`config.mk`:
```
export PLATFORM = sky130hd
export DESIGN_NAME = pu_divstage
export DESIGN_NICKNAME = d
export VERILOG_FILES = /design/src/hdl/pu_pkg.sv /design/src/hdl/pu_divstage.sv
export SDC_FILE = /design/constraint.sdc
export NUM_CORES = 1
export LEC_CHECK = 0
export BUFFER_PORTS_ARGS = -buffer_cell sky130_fd_sc_hd__clkbuf_2
export CAP_MARGIN = 15
export CORE_MARGIN = 3
export CORE_UTILIZATION = 45
export CTS_CLUSTER_DIAMETER = 60
export DETAILED_ROUTE_END_ITERATION = 8
export PLACE_DENSITY = 0.74
export SLEW_MARGIN = 20
export SYNTH_ARGS = -nofsm -noshare
export SYNTH_HDL_FRONTEND = slang
export SYNTH_SLANG_ARGS = --single-unit
```
`constraint.sdc`:
```
create_clock -name aclk -period 5.5 [get_ports aclk]
set_clock_uncertainty 0.15 [all_clocks]
set_input_delay 0.825 -clock aclk [delete_from_list [all_inputs] [get_ports aclk]]
set_output_delay 0.825 -clock aclk [all_outputs]
set_load 0.01 [all_outputs]
```
`src/hdl/pu_pkg.sv`:
```
// ---------------------------------------------------------------------------
// Permutation unranking package
// Shared widths, the stage control struct and the factorial table.
// ---------------------------------------------------------------------------
package pu_pkg;

    localparam int RANK_W      = 45;
    localparam int ELEM_W      = 5;
    localparam int LEN_W       = 5;
    localparam int FACT_W      = 64;
    localparam int CMP_W       = 68;
    localparam int TDATA_IN_W  = 48;
    localparam int TDATA_OUT_W = 8;

    typedef struct packed {
        logic valid;
        logic err;
    } stage_ctl_t;

    // n! for n up to 20; larger codes read as all ones.
    function automatic logic [FACT_W-1:0] fact_lookup(input logic [LEN_W-1:0] n);
        logic [FACT_W-1:0] f;
        unique case (n)
            5'd0:    f = 64'd1;
            5'd1:    f = 64'd1;
            5'd2:    f = 64'd2;
            5'd3:    f = 64'd6;
            5'd4:    f = 64'd24;
            5'd5:    f = 64'd120;
            5'd6:    f = 64'd720;
            5'd7:    f = 64'd5040;
            5'd8:    f = 64'd40320;
            5'd9:    f = 64'd362880;
            5'd10:   f = 64'd3628800;
            5'd11:   f = 64'd39916800;
            5'd12:   f = 64'd479001600;
            5'd13:   f = 64'd6227020800;
            5'd14:   f = 64'd87178291200;
            5'd15:   f = 64'd1307674368000;
            5'd16:   f = 64'd20922789888000;
            5'd17:   f = 64'd355687428096000;
            5'd18:   f = 64'd6402373705728000;
            5'd19:   f = 64'd121645100408832000;
            5'd20:   f = 64'd2432902008176640000;
            default: f = '1;
        endcase
        return f;
    endfunction

endpackage

```
`src/hdl/pu_divstage.sv`:
```
// ---------------------------------------------------------------------------
// Permutation unranking: quotient bit stage
// One restoring-division step: compares the remaining rank with a shifted
// factorial, subtracts on a hit and records one bit of one Lehmer digit.
// ---------------------------------------------------------------------------
module pu_divstage #(
    parameter int MAX_LEN = 16,
    parameter int QW      = 4,
    parameter int DIGIT   = 0,
    parameter int BITPOS  = 0
) (
    input  logic                          aclk,
    input  logic                          aresetn,
    input  logic                          advance,
    input  logic [pu_pkg::LEN_W-1:0]      len,
    input  pu_pkg::stage_ctl_t            in_ctl,
    input  logic [pu_pkg::RANK_W-1:0]     in_rank,
    input  logic [MAX_LEN*QW-1:0]         in_digits,
    output pu_pkg::stage_ctl_t            out_ctl,
    output logic [pu_pkg::RANK_W-1:0]     out_rank,
    output logic [MAX_LEN*QW-1:0]         out_digits
);
    import pu_pkg::*;

    localparam int DW = MAX_LEN * QW;
    localparam logic [LEN_W-1:0] DIG = LEN_W'(DIGIT);

    stage_ctl_t          ctl_reg;
    logic [RANK_W-1:0]   rank_reg, rank_next;
    logic [DW-1:0]       digits_reg, digits_next;
    logic                active;
    logic                hit;
    logic [FACT_W-1:0]   fact;
    logic [CMP_W-1:0]    step;
    logic [CMP_W-1:0]    rank_ext;

    // Positions at or beyond the configured length always take digit zero.
    assign active   = len > DIG;
    assign fact     = fact_lookup(len - DIG - LEN_W'(1));
    assign step     = {{(CMP_W-FACT_W){1'b0}}, fact} << BITPOS;
    assign rank_ext = {{(CMP_W-RANK_W){1'b0}}, in_rank};
    assign hit      = active && (rank_ext >= step);

    always_comb begin
        rank_next   = hit ? (in_rank - step[RANK_W-1:0]) : in_rank;
        digits_next = in_digits;
        digits_next[DIGIT*QW+BITPOS] = hit;
    end

    always_ff @(posedge aclk) begin
        if (!aresetn) begin
            ctl_reg <= '0;
        end else if (advance) begin
            ctl_reg <= in_ctl;
        end
    end

    always_ff @(posedge aclk) begin
        if (advance) begin
            rank_reg   <= rank_next;
            digits_reg <= digits_next;
        end
    end

    assign out_ctl    = ctl_reg;
    assign out_rank   = rank_reg;
    assign out_digits = digits_reg;

endmodule

```
==> results.sh <==
export IMPL_run_status="completed"
export IMPL_wl_per_cell_um=17.01
export IMPL_multi_input_area_um2=3800
export IMPL_vias_per_cell=5.380
export IMPL_rsz0062_at_grt="false"
export IMPL_wirelength_um=20850
export IMPL_fillers=1472
export IMPL_cp_start_kind="input pin"
export IMPL_worstSkewPairLatency_ns=0.35
export IMPL_clock_fmax_mhz=200.6
export IMPL_syn_to_final_growth_pct=26.94
export IMPL_die_y_um=133.9
export IMPL_drt_first_pass_iters=5
export IMPL_grt_overflow=0
export IMPL_ys_ff_latch=111
export IMPL_dp_hpwl_um=16710
export IMPL_relSlewSlack=0.4343
export IMPL_synth_area_um2=7361
export IMPL_die_x_um=133.9
export IMPL_hold_viol=0
export IMPL_synth_edf_count=109
export IMPL_tns_ns=0
export IMPL_async_flop_share=0
export IMPL_grt_start_max_net_pins=68
export IMPL_ir_drop_uv=174.0
export IMPL_core_area_um2=15940
export IMPL_synthCells=741
export IMPL_grt_pass1_wl_um=32440
export IMPL_drc_errors=0
export IMPL_crit_type="input pin to register"
export IMPL_initial_core_util=0.4617
export IMPL_tritoncts="done"
export IMPL_htreeDepth=3
export IMPL_ys_seq_area_frac=0.4501
export IMPL_cp_arrival_ns=5.05
export IMPL_cts_hold_buf=0
export IMPL_cts_buffer_depth=2
export IMPL_antenna_left=0
export IMPL_synth_top_area_frac=0.4447
export IMPL_p_per_area_nw_per_um2=303.0
export IMPL_min_path_type="register to register"
export IMPL_final_max_slew_viol_count=0
export IMPL_row_count=46
export IMPL_nNetsFinal=1181
export IMPL_syn_num_nets=918
export IMPL_place_inst=1209
export IMPL_syn_avg_cell_area_um2=9.934
export IMPL_drv_cap=0
export IMPL_yosys_cell_types_count=67
export IMPL_cp_required_ns=5.57
export IMPL_layout_drive_gt1_share=0.3191
export IMPL_seq_area_um2=3313
export IMPL_clock_root_buffer="clkbuf_16"
export IMPL_period_share=0.9064
export IMPL_layout_commonest_cell="clkbuf_2"
export IMPL_postCtsSetupRepairBufs=0
export IMPL_yosysTopAreaCell="edfxtp_1"
export IMPL_cts_resized_gates=0
export IMPL_final_cell_mix="clkbuf_2 (227), a21oi_1 (113), edfxtp_1 (109)"
export IMPL_final_cells=1226
export IMPL_boundaryPins=230
export IMPL_p_leak_nw=4.080
export IMPL_fin_util=0.5861
export IMPL_via_count=6596
export IMPL_routabilityCongestion=0.9329
export IMPL_die_area_um2=17930
export IMPL_setup_viol=0
export IMPL_path_clk_slew_ns=0.07
export IMPL_cts_buffers=9
export IMPL_cp_end_kind="register"
export IMPL_grt_pass1_vias=6221
export IMPL_port_buffers=228
export IMPL_track_usage=0.2290
export IMPL_worst_pin_slew_ns=0.8486
export IMPL_drt_iter0_drc=478
export IMPL_final_min_clock_period_ns=4.985
export IMPL_critPathMaxFanout=6
export IMPL_clock_sinks=111
export IMPL_synth_area_leaders="edfxtp_1 (44%), ha_1 (9.7%), a21oi_1 (7.7%)"
export IMPL_ys_flop_type="edfxtp_1"
export IMPL_antenna_found_initial=1
export IMPL_synth_warnings=0
## area by class of cell
| cell class | count | share of cell area |
|---|---|---|
| Clock inverter | 7 | 0.007900 |
| Antenna cell | 1 | 0.0002678 |
| Multi-Input combinational cell | 579 | 0.4067 |
| Inverter | 16 | 0.006427 |
| Timing Repair Buffer | 287 | 0.1711 |
| Clock buffer | 9 | 0.02410 |
| Tap cell | 216 | 0.02892 |
| Sequential cell | 111 | 0.3546 |
## sequential cells by signal (all words and copies together) (netlist names)
signal	cells
out_ctl	2
out_digits	64
out_rank	45
## path summary, 6_finish.rpt
path	startpoint	to	slack, ns	cells after the start
setup / recovery	len[1]	out_rank[38]	0.51	20
hold / removal	out_ctl[1]	out_ctl[1]	0.39	2
setup reg to reg	out_ctl[0]	out_ctl[0]	4.73	2
hold reg to reg	out_ctl[1]	out_ctl[1]	0.39	2
## cell families after synthesis
kind of cell               share of synthesized area
AOI/OAI and AO/OA                             0.2079
and+or+nand+nor                               0.1316
DFF                                           0.4501
adders and majority gates                    0.09961
buffers and inverters                        0.03552
xor gates and xnor gates                     0.05456
muxes                                        0.02074
## through the flow
step	area (um^2)	setup slack, ns	total power [mW]	hold WS [ns]
final	9344	0.5149	2.831	0.3941
after global routing	9344	0.1990	3.018	0.4448
after CTS	9341	0.5108	2.848	0.3994
after detailed placement	9042	0.1331	2.185	0.3884
after global placement	9042	0.2195	2.172	0.3547
after floorplan	7361	0.2257	1.798	0.3883
## report_power, final
| part | total [mW] | switching, mW | leakage [nW] | internal (mW) |
|---|---|---|---|---|
| clock network | 0.651 | 0.329 | 0.140 | 0.322 |
| logic | 1.11 | 0.649 | 2.86 | 0.465 |
| registers | 1.07 | 0.0241 | 1.08 | 1.04 |
## synth_stat cells (3+ instances only)
cell	number
a21oi_1	113
edfxtp_1	109
nor2_1	86
ha_1	57
o21ai_0	52
nand2_1	50
xnor2_1	22
xor2_1	22
nand4_1	16
a21o_1	15
inv_1	15
clkbuf_1	14
nand3_1	14
nand2b_1	10
nor3_1	10
a31oi_1	9
buf_2	9
nor2b_1	7
o21bai_1	7
mux2_2	6
a211oi_1	5
a21boi_0	5
o211ai_1	5
o21a_1	5
o31ai_1	5
and2_1	4
buf_6	4
mux2_1	4
mux2i_1	4
a21oi_2	3
a22oi_1	3
buf_1	3
buf_4	3
o22ai_1	3
## per-layer routing
metal  routed length, um  vias to the layer above  global-route usage  part of all wire
li1                    -                     3287                   -                 -
met1                8826                     3045              0.3009              0.42
met2               10190                      246              0.3922              0.49
met3                1573                       18             0.04576             0.075
met4                 265                        0             0.05371             0.013
met5                   0                        -                   0                 0
## worst max-delay path, cell delays in order
cell and delay, ns:
clkbuf_2 0.09, inv_1 0.07, ha_1 0.19, a21boi_0 0.17, buf_4 0.14, xnor2_1 0.13, o21ai_0 0.15, and2_1 0.25
a21o_1 0.19, ha_1 0.20, fa_1 0.41, nand2b_1 0.19, a21oi_2 0.19, o21ai_2 0.11, a221o_1 0.37, o311a_4 0.36
o31ai_4 0.27, a21boi_2 0.14, or4b_1 0.51, nand3_1 0.10
No activity file was read; power rests on OpenSTA's default activity.
