<file path="config.mk">
export PLATFORM = sky130hd
export DESIGN_NAME = pu_emit
export DESIGN_NICKNAME = d
export VERILOG_FILES = /design/src/hdl/pu_pkg.sv /design/src/hdl/pu_emit.sv
export SDC_FILE = /design/constraint.sdc
export NUM_CORES = 1
export LEC_CHECK = 0
export BUFFER_PORTS_ARGS = -buffer_cell sky130_fd_sc_hd__buf_2
export CORE_ASPECT_RATIO = 1.4
export CORE_MARGIN = 4
export CORE_UTILIZATION = 40
export DETAILED_ROUTE_END_ITERATION = 8
export MAX_ROUTING_LAYER = met4
export PLACE_DENSITY_LB_ADDON = 0.1
export SLEW_MARGIN = 20
export SYNTH_ARGS = -nofsm -noshare
export SYNTH_HDL_FRONTEND = slang
export SYNTH_SLANG_ARGS = --single-unit
</file>
<file path="constraint.sdc">
create_clock -name aclk -period 5.3 [get_ports aclk]
set_input_delay 0.265 -clock aclk [delete_from_list [all_inputs] [get_ports aclk]]
set_output_delay 0.265 -clock aclk [all_outputs]
set_load 0.005 [all_outputs]
</file>
<file path="src/hdl/pu_pkg.sv">
// ---------------------------------------------------------------------------
// Permutation unranking package
// Shared widths, the stage control struct and the factorial table.
// ---------------------------------------------------------------------------
package pu_pkg;

    localparam int RANK_W      = 45;
    localparam int ELEM_W      = 5;
    localparam int LEN_W       = 5;
    localparam int FACT_W      = 64;
    localparam int CMP_W       = 68;
    localparam int TDATA_IN_W  = 48;
    localparam int TDATA_OUT_W = 8;

    typedef struct packed {
        logic valid;
        logic err;
    } stage_ctl_t;

    // n! for n up to 20; larger codes read as all ones.
    function automatic logic [FACT_W-1:0] fact_lookup(input logic [LEN_W-1:0] n);
        logic [FACT_W-1:0] f;
        unique case (n)
            5'd0:    f = 64'd1;
            5'd1:    f = 64'd1;
            5'd2:    f = 64'd2;
            5'd3:    f = 64'd6;
            5'd4:    f = 64'd24;
            5'd5:    f = 64'd120;
            5'd6:    f = 64'd720;
            5'd7:    f = 64'd5040;
            5'd8:    f = 64'd40320;
            5'd9:    f = 64'd362880;
            5'd10:   f = 64'd3628800;
            5'd11:   f = 64'd39916800;
            5'd12:   f = 64'd479001600;
            5'd13:   f = 64'd6227020800;
            5'd14:   f = 64'd87178291200;
            5'd15:   f = 64'd1307674368000;
            5'd16:   f = 64'd20922789888000;
            5'd17:   f = 64'd355687428096000;
            5'd18:   f = 64'd6402373705728000;
            5'd19:   f = 64'd121645100408832000;
            5'd20:   f = 64'd2432902008176640000;
            default: f = '1;
        endcase
        return f;
    endfunction

endpackage

</file>
<file path="src/hdl/pu_emit.sv">
// ---------------------------------------------------------------------------
// Permutation unranking: element emitter
// Turns a Lehmer code into elements, one per cycle while the consumer is ready,
// by picking from a list of unused elements that closes up behind each pick.
// ---------------------------------------------------------------------------
module pu_emit #(
    parameter int MAX_LEN = 16,
    parameter int QW      = 4
) (
    input  logic                            aclk,
    input  logic                            aresetn,
    input  logic [pu_pkg::LEN_W-1:0]        len,
    input  pu_pkg::stage_ctl_t              in_ctl,
    input  logic [MAX_LEN*QW-1:0]           in_digits,
    output logic                            in_ready,
    output logic                            m_tvalid,
    input  logic                            m_tready,
    output logic [pu_pkg::TDATA_OUT_W-1:0]  m_tdata,
    output logic                            m_tlast,
    output logic                            m_tuser
);
    import pu_pkg::*;

    logic                busy_reg, busy_next;
    logic                err_reg, err_next;
    logic [QW-1:0]       pos_reg, pos_next;
    logic [QW-1:0]       digits_reg [MAX_LEN];
    logic [QW-1:0]       digits_next [MAX_LEN];
    logic [ELEM_W-1:0]   list_reg [MAX_LEN];
    logic [ELEM_W-1:0]   list_next [MAX_LEN];
    logic [ELEM_W-1:0]   list_init [MAX_LEN];
    logic [ELEM_W-1:0]   list_shift [MAX_LEN];
    logic [QW-1:0]       loaded_digits [MAX_LEN];
    logic                m_tvalid_reg, m_tvalid_next;
    logic [ELEM_W-1:0]   elem_reg, elem_next;
    logic                last_reg, last_next;
    logic                user_reg, user_next;
    logic                out_free;
    logic                emit;
    logic                is_last;
    logic                load;
    logic [QW-1:0]       pick;

    assign out_free = !m_tvalid_reg || m_tready;
    assign emit     = busy_reg && out_free;
    assign pick     = digits_reg[pos_reg];
    assign is_last  = err_reg || (LEN_W'(pos_reg) == len - LEN_W'(1));
    // A new request may load in the cycle that the previous one sends its last element.
    assign in_ready = !busy_reg || (emit && is_last);
    assign load     = in_ctl.valid && in_ready;

    for (genvar j = 0; j < MAX_LEN; j++) begin : g_list
        assign list_init[j]     = ELEM_W'(j + 1);
        assign loaded_digits[j] = in_digits[j*QW +: QW];
        if (j + 1 < MAX_LEN) begin : g_mid
            assign list_shift[j] = (QW'(j) < pick) ? list_reg[j] : list_reg[j+1];
        end else begin : g_end
            assign list_shift[j] = (QW'(j) < pick) ? list_reg[j] : '0;
        end
    end

    always_comb begin
        busy_next     = busy_reg;
        err_next      = err_reg;
        pos_next      = pos_reg;
        digits_next   = digits_reg;
        list_next     = list_reg;
        m_tvalid_next = m_tvalid_reg && !m_tready;
        elem_next     = elem_reg;
        last_next     = last_reg;
        user_next     = user_reg;

        if (emit) begin
            m_tvalid_next = 1'b1;
            elem_next     = err_reg ? '0 : list_reg[pick];
            last_next     = is_last;
            user_next     = err_reg;
            pos_next      = pos_reg + QW'(1);
            list_next     = list_shift;
            if (is_last) begin
                busy_next = 1'b0;
            end
        end

        if (load) begin
            busy_next   = 1'b1;
            err_next    = in_ctl.err;
            pos_next    = '0;
            digits_next = loaded_digits;
            list_next   = list_init;
        end
    end

    always_ff @(posedge aclk) begin
        if (!aresetn) begin
            busy_reg     <= 1'b0;
            m_tvalid_reg <= 1'b0;
        end else begin
            busy_reg     <= busy_next;
            m_tvalid_reg <= m_tvalid_next;
        end
    end

    always_ff @(posedge aclk) begin
        err_reg    <= err_next;
        pos_reg    <= pos_next;
        digits_reg <= digits_next;
        list_reg   <= list_next;
        elem_reg   <= elem_next;
        last_reg   <= last_next;
        user_reg   <= user_next;
    end

    assign m_tvalid = m_tvalid_reg;
    assign m_tdata  = {{(TDATA_OUT_W-ELEM_W){1'b0}}, elem_reg};
    assign m_tlast  = last_reg;
    assign m_tuser  = user_reg;

endmodule

</file>
==> key figures <==
Worst setup path
  – Nature of the critical path endpoint: flip-flop
  – Worst Reg-to-Reg Cells: 7
  – Worst-path maximum fanout: 23
  – Reg-to-Reg Start: pos_reg[1]
  – CP bufs+invs: 1
  – CP peak stage delay: ~800 ps
  – Critical-path cell with the highest stage delay: dfxtp_1
  – Critical Path RT: 5450 ps
  – Kind of critical path: reg -> reg
  – Worst R2R Setup Slack: between 2000 and 2500 ps
  – R2R Path End: elem_reg[3]
  – Critical path data arrival time: around 3400 ps
  – Setup crit start kind: flip-flop
  – Crit-path cells: mux4_2 -> mux2i_1 -> o21ai_4 -> buf_4 -> mux2_2 -> o211ai_1 -> nand4_1
  – Crit-path leading delay family: multiplexers

Routing
  – Met3 WL: 506 microns
  – ANT nets after route: 0
  – Routed WL: about 14000 microns
  – Metal2 WL: 7590 microns
  – Routed length per placed instance: 17.2 microns
  – DR top layer: met4
  – Metal-1 WL: ~5300 microns
  – Via count: 4105
  – Drt drc: 0
  – TritonRoute pass-1 iters: 5
  – DR iter-0 viols: 150
  – Vias per cell: 5.09

Placed design
  – Placed Area: 6910 sq um
  – IO Port Bufs: 82
  – Dpl hpwl: around 10000 microns
  – GP Congestion: 0.848

Timing
  – Slew @ Worst Pin: about 750 ps
  – Slew margin rel.: roughly 50%
  – Final Setup Violations: 0
  – RSZ-0062 raised after global routing: false
  – Clock Skews: slightly above 7 ps
  – Fin. Hold Viols: 0
  – TNS Setup: 0 ps
  – Final Cycle Share: between 60% and 70%
  – Fin Hold WS: roughly 19 ps
  – Final min period: between 3000 and 4000 ps
  – Fmax: 305 MHz
  – Pins over their slew limit: 0

Cells and area
  – Most frequent cells in the layout: mux2i_1 (96), buf_2 (82), dfxtp_1 (75)
  – NumNets Final: 674
  – Area grow syn2layout: 19.9%
  – Largest register FFs: between 60 and 70
  – Design area: 7580 sq um
  – Antenna diodes: 0
  – Area occupied by multi-input gates: ~2500 sq um
  – Fill count: about 1500
  – Final core occ: between 40% and 50%
  – Layout cells sized above 1: between 20% and 30%
  – Storage element area: between 3000 and 4000 sq um
  – Most common cell after layout, fill and taps aside: mux2i_1

Global routing
  – Overflow after GRT: 0
  – GRT Total Usage: between 10% and 20%
  – Pin count of the biggest net entering global routing: ~60
  – Initial antenna violation count: 0
  – First-pass GRT wire length: between 20000 and 25000 microns
  – Vias in the first global route: ~4400

Logic synthesis
  – Seq cells post-synth: 147
  – Syn avg cell area: between 10 and 15 sq um
  – Compound-Gate Fraction of Synth Area: under 10%
  – Asr flop ratio synth: 0%
  – Synth Flop Type: dfxtp_1
  – Simple-Gate Fraction of Synth Area: approximately a tenth
  – Sequential-to-total area share from yosys stat: between 50 and 60%
  – Mux share of post-synthesis cell area: 20.9%
  – Synth Area in XOR/XNOR: roughly 1.1%
  – Cells after Synth: 510
  – Synth Area in Adders: less than 1%
  – Synthesized area: 6320 sq um
  – Synth cell types: 47
  – Yosys warns: 0
  – Main combinational cell family by area after synthesis: multiplexers
  – EDFF count, synth: 72

CTS
  – Clock Path Buffers: 2
  – Post-CTS sizing: 0
  – Clock Latency Late Sink: roughly 420 ps
  – Clock sink total: ~150
  – Buffer count from post-CTS setup fixing: 0
  – Root Buffer: clkbuf_16
  – H-tree depth: 4
  – Clk slew on worst S/H paths: 60 ps
  – Clock buffers created by TritonCTS: 17
  – Count of hold-fix buffers inserted at cts: 4
  – TritonCTS clock tree: done

Worst hold path
  – Min-Delay Path Class: in -> reg
  – Hold Path Origin: in_digits[24]
  – WHS Path Cells: 1
  – Hold endpoint: digits_reg[36]

Floorplan
  – # IOs: 86
  – Die Y: roughly 160 microns
  – Die W: between 100 and 150 microns
  – CORE AREA: about 16000 sq um
  – # rows: 54
  – Starting Density: roughly two fifths
  – Die area: ~18000 sq um

Run status
  – Status: complete, no violations

Pwr
  – LEAKAGE: 3.02 nW
  – Worst ir drop on vdd: about 0.24 mV
  – Pwr per Cell Area: 390 nW/um^2

Flow run
  – Max-cap violations: 0
logic make-up after synthesis:
logic type / after synthesis
DFF: 147
muxes: 113
xor gates and xnor gates: 8
adders and majority gates: 2
buffers and inverters: 43
AOI/OAI and AO/OA: 63
and+or+nand+nor: 133
other: 1
power by group:
part           switching (mW)  internal, mW  total (mW)
Combinational           0.251         0.198       0.448
Clock                   0.477         0.698        1.17
Sequential             0.0513          1.28        1.33
cells in the mapped netlist, types with 4 or more instances:
cell	n	area (sq um)
inv_1	10	37.5
mux2i_1	96	961
buf_2	13	65.1
xnor2_1	6	52.6
dfxtp_1	75	1500
clkbuf_1	11	41.3
mux4_2	15	338
nor2_1	51	191
o22ai_1	4	25.0
nand2_1	49	184
o21ai_0	16	80.1
nand3_1	6	30.0
a21oi_1	13	65.1
a22oi_1	15	113
nor2b_1	4	25.0
edfxtp_1	72	2160
worst max-delay path by stage:
| stage | slack (ps) | depth (start not counted) | from | end |
|---|---|---|---|---|
| finish | 2020 | 7 | pos_reg[1] | elem_reg[3] |
| global route | 1740 | 7 | pos_reg[1] | elem_reg[2] |
| CTS | 1920 | 7 | pos_reg[1] | elem_reg[3] |
| detailed placement | 1920 | 7 | pos_reg[1] | elem_reg[3] |
| global placement | 1990 | 8 | pos_reg[0] | list_reg[66] |
| floorplan | 1100 | 9 | pos_reg[2] | digits_reg[0] |
stage by stage:
step	total power, mW	instances	setup WS (ps)
finish	2.95	807	2020
detailed placement	1.81	767	1920
global placement	1.80	767	1990
global route	3.09	807	1740
CTS	2.99	803	1920
floorplan	1.67	512	1100
layer usage:
layer  track usage (%)  vias to the layer above
met2              29.6                       93
met4              7.24                        0
met3              3.64                       31
met1              17.4                     1962
met5                 -                        -
li1                  -                     2019
layout make-up:
class	count	area share [%]
clock buffers	18	5.66
clock inverters	14	2.03
inverters	11	0.562
multi-input cells	322	32.6
flip-flops and latches	147	48.4
well taps	196	3.24
repair buffers	99	7.53
(Power assumes the default switching activity.)
